$ cat src/rtl/slcbs_pkg.sv
// ----------------------------------------------------------------------------
// slcbs_pkg
// Shared constants and types of the slice label count and bound search block.
// ----------------------------------------------------------------------------
package slcbs_pkg;

	localparam int MAX_SIZE    = 256;
	localparam int MAX_LABELS  = 16;
	localparam int COUNT_WIDTH = 17;
	localparam int AXES        = 3;
	localparam int SLICE_W     = 8;
	localparam int LABEL_W     = 4;
	localparam int AXIS_W      = 2;
	localparam int SIZE_W      = 9;
	localparam int LIMIT_W     = 5;
	localparam int STORE_DEPTH = AXES * MAX_SIZE * MAX_LABELS;
	localparam int ADDR_W      = AXIS_W + SLICE_W + LABEL_W;
	localparam int IN_W        = 40;
	localparam int OUT_W       = 24;
	localparam int CFG_IDX_W   = 2;

	localparam logic [SIZE_W-1:0]      SIZE_RESET  = SIZE_W'(MAX_SIZE);
	localparam logic [LIMIT_W-1:0]     LIMIT_RESET = LIMIT_W'(MAX_LABELS);
	localparam logic [COUNT_WIDTH-1:0] COUNT_MAX   = '1;
	localparam logic [ADDR_W-1:0]      CLEAR_LAST  = ADDR_W'(STORE_DEPTH - 1);

	typedef enum logic [1:0] {
		CMD_CLEAR = 2'd0,
		CMD_VOXEL = 2'd1,
		CMD_QUERY = 2'd2,
		CMD_NONE  = 2'd3
	} cmd_code_t;

	typedef enum logic [AXIS_W-1:0] {
		AX_X    = 2'd0,
		AX_Y    = 2'd1,
		AX_Z    = 2'd2,
		AX_NONE = 2'd3
	} axis_t;

	typedef enum logic [CFG_IDX_W-1:0] {
		REG_SIZE_X      = 2'd0,
		REG_SIZE_Y      = 2'd1,
		REG_SIZE_Z      = 2'd2,
		REG_LABEL_LIMIT = 2'd3
	} reg_index_t;

	typedef enum logic [2:0] {
		RES_FOUND    = 3'd0,
		RES_BAD      = 3'd1,
		RES_HAS      = 3'd2,
		RES_NO_LOWER = 3'd3,
		RES_NO_UPPER = 3'd4
	} res_code_t;

	typedef enum logic [2:0] {
		RA_VOX_X,
		RA_VOX_Y,
		RA_VOX_Z,
		RA_SLICE,
		RA_CURSOR
	} ra_sel_t;

	typedef enum logic [3:0] {
		S_CLEAR,
		S_IDLE,
		S_DECODE,
		S_VOX_Y,
		S_VOX_Z,
		S_VOX_W,
		S_Q_SLICE,
		S_DN_RD,
		S_DN_CK,
		S_UP_RD,
		S_UP_CK,
		S_EMIT
	} state_t;

	typedef struct packed {
		logic      capture;
		logic      rd_en;
		ra_sel_t   ra_sel;
		logic      vox_wr;
		logic      clr_wr;
		logic      cur_dn;
		logic      cur_up;
		logic      cur_dec;
		logic      cur_inc;
		logic      lo_load;
		logic      res_load;
		res_code_t res_code;
	} dp_cmd_t;

	typedef struct packed {
		cmd_code_t cmd;
		logic      vox_ok;
		logic      q_ok;
		logic      hit;
		logic      cur_zero;
		logic      cur_top;
		logic      clr_last;
		logic      out_free;
	} dp_sts_t;

	function automatic logic [SIZE_W-1:0] eff_size(input logic [SIZE_W-1:0] raw);
		logic [SIZE_W-1:0] r;
		r = raw;
		if (raw == '0) begin
			r = SIZE_W'(1);
		end else if (raw > SIZE_W'(MAX_SIZE)) begin
			r = SIZE_W'(MAX_SIZE);
		end
		return r;
	endfunction

	function automatic logic [LIMIT_W-1:0] eff_labels(input logic [LIMIT_W-1:0] raw);
		logic [LIMIT_W-1:0] r;
		r = raw;
		if (raw == '0) begin
			r = LIMIT_W'(1);
		end else if (raw > LIMIT_W'(MAX_LABELS)) begin
			r = LIMIT_W'(MAX_LABELS);
		end
		return r;
	endfunction

endpackage

$ cat src/rtl/slcbs_ctrl.sv
// ----------------------------------------------------------------------------
// slcbs_ctrl
// Controller: sequences clearing, voxel count updates and bound scans.
// ----------------------------------------------------------------------------
module slcbs_ctrl
	import slcbs_pkg::*;
(
	input  logic    clk,
	input  logic    arst_n,
	input  logic    s_tvalid,
	output logic    s_tready,
	output dp_cmd_t cmd,
	input  dp_sts_t sts
);

	state_t    state_q, state_d;
	res_code_t code_q;

	always_ff @(posedge clk or negedge arst_n) begin
		if (!arst_n) begin
			state_q <= S_CLEAR;
		end else begin
			state_q <= state_d;
		end
	end

	always_comb begin
		state_d  = state_q;
		cmd      = '0;
		s_tready = 1'b0;
		unique case (state_q)
			S_CLEAR: begin
				cmd.clr_wr = 1'b1;
				if (sts.clr_last) begin
					state_d = S_IDLE;
				end
			end
			S_IDLE: begin
				s_tready    = 1'b1;
				cmd.capture = s_tvalid;
				if (s_tvalid) begin
					state_d = S_DECODE;
				end
			end
			S_DECODE: begin
				unique case (sts.cmd)
					CMD_CLEAR: state_d = S_CLEAR;
					CMD_VOXEL: begin
						if (sts.vox_ok) begin
							cmd.rd_en  = 1'b1;
							cmd.ra_sel = RA_VOX_X;
							state_d    = S_VOX_Y;
						end else begin
							state_d = S_IDLE;
						end
					end
					CMD_QUERY: begin
						if (sts.q_ok) begin
							cmd.rd_en  = 1'b1;
							cmd.ra_sel = RA_SLICE;
							state_d    = S_Q_SLICE;
						end else begin
							cmd.res_code = RES_BAD;
							state_d      = S_EMIT;
						end
					end
					default: state_d = S_IDLE;
				endcase
			end
			S_VOX_Y: begin
				cmd.vox_wr = 1'b1;
				cmd.rd_en  = 1'b1;
				cmd.ra_sel = RA_VOX_Y;
				state_d    = S_VOX_Z;
			end
			S_VOX_Z: begin
				cmd.vox_wr = 1'b1;
				cmd.rd_en  = 1'b1;
				cmd.ra_sel = RA_VOX_Z;
				state_d    = S_VOX_W;
			end
			S_VOX_W: begin
				cmd.vox_wr = 1'b1;
				state_d    = S_IDLE;
			end
			S_Q_SLICE: begin
				if (sts.hit) begin
					state_d = S_EMIT;
				end else begin
					cmd.cur_dn = 1'b1;
					state_d    = S_DN_RD;
				end
			end
			S_DN_RD: begin
				cmd.rd_en  = 1'b1;
				cmd.ra_sel = RA_CURSOR;
				state_d    = S_DN_CK;
			end
			S_DN_CK: begin
				priority if (sts.hit) begin
					cmd.lo_load = 1'b1;
					cmd.cur_up  = 1'b1;
					state_d     = S_UP_RD;
				end else if (sts.cur_zero) begin
					state_d = S_EMIT;
				end else begin
					cmd.cur_dec = 1'b1;
					state_d     = S_DN_RD;
				end
			end
			S_UP_RD: begin
				cmd.rd_en  = 1'b1;
				cmd.ra_sel = RA_CURSOR;
				state_d    = S_UP_CK;
			end
			S_UP_CK: begin
				priority if (sts.hit || sts.cur_top) begin
					state_d = S_EMIT;
				end else begin
					cmd.cur_inc = 1'b1;
					state_d     = S_UP_RD;
				end
			end
			S_EMIT: begin
				cmd.res_code = code_q;
				if (sts.out_free) begin
					cmd.res_load = 1'b1;
					state_d      = S_IDLE;
				end
			end
			default: state_d = S_IDLE;
		endcase
	end

	// The result code is registered as each decision state is left, so the
	// emit state sees the outcome of the last check that led into it.
	always_ff @(posedge clk or negedge arst_n) begin
		if (!arst_n) begin
			code_q <= RES_BAD;
		end else begin
			unique case (state_q)
				S_DECODE:  code_q <= RES_BAD;
				S_Q_SLICE: code_q <= RES_HAS;
				S_DN_CK:   code_q <= RES_NO_LOWER;
				S_UP_CK:   code_q <= sts.hit ? RES_FOUND : RES_NO_UPPER;
				default:   code_q <= code_q;
			endcase
		end
	end

endmodule

$ cat config.mk
export PLATFORM = sky130hd
export DESIGN_NAME = slcbs_ctrl
export DESIGN_NICKNAME = d
export VERILOG_FILES = /design/src/rtl/slcbs_pkg.sv /design/src/rtl/slcbs_ctrl.sv
export SDC_FILE = /design/constraint.sdc
export NUM_CORES = 1
export LEC_CHECK = 0
export ABC_AREA = 0
export BUFFER_PORTS_ARGS = -buffer_cell sky130_fd_sc_hd__buf_2
export CAP_MARGIN = 20
export CORE_MARGIN = 3
export CORE_UTILIZATION = 40
export DETAILED_ROUTE_END_ITERATION = 16
export GPL_TIMING_DRIVEN = 0
export PLACE_DENSITY = 0.66
export SYNTH_ARGS = -nofsm -noshare
export SYNTH_HDL_FRONTEND = slang
export SYNTH_SLANG_ARGS = --single-unit
$ cat constraint.sdc
create_clock -name clk -period 2.4 [get_ports clk]
set_input_delay 0.24 -clock clk [delete_from_list [all_inputs] [get_ports clk]]
set_output_delay 0.24 -clock clk [all_outputs]
set_load 0.02 [all_outputs]
# == After elaboration in Yosys (flattened, before gate mapping) ==
# Index checks and enable logic that the tools add are counted.
# totals
register_bits,7
inputBits,12
out_inout_bits,17
wordCells,60
# classes
n_eq_ne,16
muxes,35
n_reduce_logical,7
# op_table
operator,count
$pmux 4 s11,1
$mux 4,9
$eq 4x3->1 const B,4
$eq 4x4->1 const B,4
$mux 1,16
$pmux 4 s4,1
$pmux 3 s4,1
$pmux 4 s3,1
$eq 4x2->1 const B,2
$pmux 4 s2,1
$mux 2,3
$ne 2x2->1 const B,3
$pmux 3 s2,1
$eq 4x1->1 const B,1
$logic_not 4->1,1
$reduce_bool 4->1,1
$mux 3,1
$reduce_and 3->1,1
$reduce_or 3->1,1
$eq 2x1->1 const B,1
$eq 2x2->1 const B,1
$logic_not 2->1,1
$reduce_or 2->1,1
$logic_or 1x1->1,1

# == Longest topological paths before layout ==
# depth
depth_word,3
mapped_depth,6
ltp_nobuf,6

# == Worst setup path after synthesis ==
# Ideal clock, no wire load.
# synth_timing
kind,reg2out
startpoint,register state_q[2]
endpoint,output cmd[7] (netlist name)
arrival_ns,1.475
required_time_ns,2.160
path_slack_ns,0.685
path_stages_with_launch,6
n_path_buf,3
path_cell_list,dfrtp_1 > buf_6 > nand2b_1 > buf_6 > nor4_2 > buf_4
# synth_lines
item,line,text
"start, declared",slcbs_ctrl.sv:16,"state_t state_q, state_d;"
"start signal, assigned",slcbs_ctrl.sv:23,state_q <= state_d;
"end, declared",slcbs_ctrl.sv:12,"output dp_cmd_t cmd,"

==> results.md <==
- Cell breakdown of the critical path: buf_4 > buf_4 > nand2_1 > nor2_1 > and2_1 > buf_2
- GRT Total Usage: 21.2%
- Slew Viols, Final: 0
- Endpoints failing hold: 0
- Worst hold endpoint: state_q[0]
- CP required: 2.16 ns
- Synth Warn #: 0
- CTS max path bufs: 2
- Pwr Density: 987 nW/um^2
- FF-to-FF Start: state_q[1]
- Nets: 166
- RSZ-0062 raised after global routing: false
- Status: finished clean
- Post-Syn Instances: 118
- Post-CTS setup buffers: 0
- Sequential Power Share: 19.9%
- CP Class: flip-flop to output port
- Min-Delay Startpoint: sts[1]
- TritonCTS Buffers: 3
- Crit path top cell by count: buf_4
- Antenna viol nets, final: 0
- R2r worst-path depth: 5
- Reg-to-Reg End: state_q[3]
- Unique cell type count in the Yosys netlist: 39
- Sequential area share after synthesis: 21.3%
- R2r setup slk: 0.99 ns
- Worst-skew pair later-pin latency: 0.26 ns
- Core area: 1840 sq um
- Crit path time final: 1.88 ns
- GP Congestion: 0.862
- DRC viols: 0
- Max-Cap Viols: 0
- Die width: 51.5 microns
- Comb pwr share: 68.9%
- Vias: 977
- Area Overhead vs Synth: 24.5%
- Slowest CP cell: dfrtp_1
- CTS tree: built
- Initial antenna violation count: 0
- Drt via density: 5.58
- Cts repair resizes: 0
- Die area: 2650 sq um
- Number of global-route vias before repair: 944
- Fmax: 532 MHz
- H-Tree Depth: 1
- CP Capture Type: output port
- Root Driver: clkbuf_4
- Hold crit path type: primary input to flip-flop
- GRT overflow: 0
- First-pass GRT wire length: 4330 microns
- Syn nets: 133
- Sum Neg Setup Slack: 0 ns
- Post-synthesis register bit count: 7
- Final setup fails: 0
- Die Y: 51.5 microns
- Worst-path clk slew: 0.06 ns
- Worst-margin pin slew: 0.368 ns
- Startpoint types: flip-flop
- WL/cell: 13.7 microns
- Net Switching: 522 uW
- Drt first-iter violations: 44
- Mapped cell area: 828 sq um
- Clock sinks: 7
- Commonest non-fill, non-tap cell in the layout: buf_2
- Routed WL: 2400 microns
- Internal power: 496 uW
- Final HPWL DP: 1890 microns
- Leakage: 0.493 nW
- Crit path DAT: 1.64 ns
- I/O pins: 29
- Number of port buffers: 27
- Crit path max fanout: 10
- Net Sw Frac: 51.3%
- VDD IR-drop max: 0.471 mV
- Layout cell share with drive strength beyond 1: 31.3%
- Largest net degree at the start of global routing: 11
- Slew margin rel.: 74.8%
- # rows: 15
- CP max stage delay: 0.37 ns
- Commonest non-fill, non-tap cells in the layout: buf_2 (29), nor2_1 (15), nand2_1 (12)
- Antenna diodes: 0
- Syn avg cell area: 7.02 sq um
- CTS Hold Bufs: 1
- Fin crit share: 78.4%
- Initial core utilization: 45.0%
- Clock power share: 11.2%
- Hold Path Depth: 3
- DRT Pass-1 Iters: 4
- Hold_ws: 0.279 ns
- Post-route clock skew: 0.00308 ns
-- worst max-delay path, delay by kind of cell (launching register included) --
family,cells,cell delay [ns]
buf+inv,3,0.54
simple gates,3,0.46
flops,1,0.37
-- synth_stat cells --
cell       count  area, sq um
a2111oi_0      1         8.76
a211oi_1       3         22.5
a21boi_0       1         7.51
a21oi_1        8         40.0
a221o_1        1         10.0
a311oi_1       1         8.76
a31oi_1        1         6.26
a32oi_1        1         8.76
a41oi_1        1         8.76
and2_1         4         25.0
and3_1         2         12.5
buf_2          2         10.0
buf_4          5         37.5
buf_6          3         33.8
clkbuf_1       1         3.75
clkinv_1       1         3.75
dfrtp_1        6          150
dfstp_2        1         26.3
ha_1           3         37.5
inv_1          3         11.3
inv_2          2         7.51
mux2i_1        1         10.0
nand2_1       12         45.0
nand2b_1       5         31.3
nand3_1        2         10.0
nor2_1        15         56.3
nor2_2         2         12.5
nor2b_1        3         18.8
nor3_1         4         20.0
nor3b_1        1         7.51
nor4_1         3         18.8
nor4_2         1         12.5
o21ai_0        8         40.0
o21ai_1        3         15.0
o21ai_2        1         8.76
o22ai_1        3         18.8
o311ai_0       1         8.76
o31ai_1        1         7.51
or3_1          1         6.26
-- final cells by class --
type | instances | area (sq um)
Fill cell | 206 | 808
Tap cell | 25 | 31.3
Multi-Input combinational cell | 94 | 544
Inverter | 6 | 22.5
Sequential cell | 7 | 176
Timing Repair Buffer | 28 | 145
Clock buffer | 4 | 26.3
Buffer | 11 | 85.1
-- through the flow --
stage,utilization (%),worst slack [ns],instances,cell area (sq um),power (mW)
2_1_floorplan,-,0.685,118,828,0.718
3_3_place_gp,54.1,0.753,170,995,0.898
3_5_place_dp,54.1,0.701,170,995,0.900
4_1_cts,56.1,0.517,175,1030,1.01
5_1_grt,56.1,0.404,175,1030,1.12
6_report,56.1,0.519,175,1030,1.02
-- power groups by stage --
| stage | Combinational [mW] | Clock, mW | Sequential (mW) |
|---|---|---|---|
| 6_report | 0.701 | 0.114 | 0.203 |
| 5_1_grt | 0.787 | 0.123 | 0.208 |
| 4_1_cts | 0.699 | 0.114 | 0.202 |
| 3_5_place_dp | 0.695 | 0 | 0.204 |
| 3_3_place_gp | 0.696 | 0 | 0.202 |
| 2_1_floorplan | 0.524 | 0 | 0.194 |
-- worst max path at each step --
stage	startpoint	to	slack, ns	cells past startpoint
after global routing	state_q[1]	cmd[1]	0.40	6
final	state_q[1]	cmd[2]	0.52	6
after CTS	state_q[1]	cmd[14]	0.52	6
after detailed placement	sts[7]	cmd[14]	0.70	8
after floorplan	state_q[2]	cmd[7]	0.68	5
after global placement	sts[7]	cmd[14]	0.75	8
-- cells by family after synthesis --
family	count (synthesis)	synth area share, %
flops	7	21.3
simple gates	55	33.4
buf+inv	17	13.0
mux	1	1.21
compound gates	35	26.6
fa+ha+maj	3	4.53
-- flip-flops by register name (all words and copies together), names as in the netlist --
register  flops
code_q        3
state_q       4
-- per-layer routing --
metal	vias up	share of wire [%]	track usage (%)
met5	-	0	0
met4	0	1.7	7.86
met3	5	5.8	0.860
met2	41	49	34.7
met1	444	43	29.6
li1	487	-	-
(Power assumes the default switching activity.)
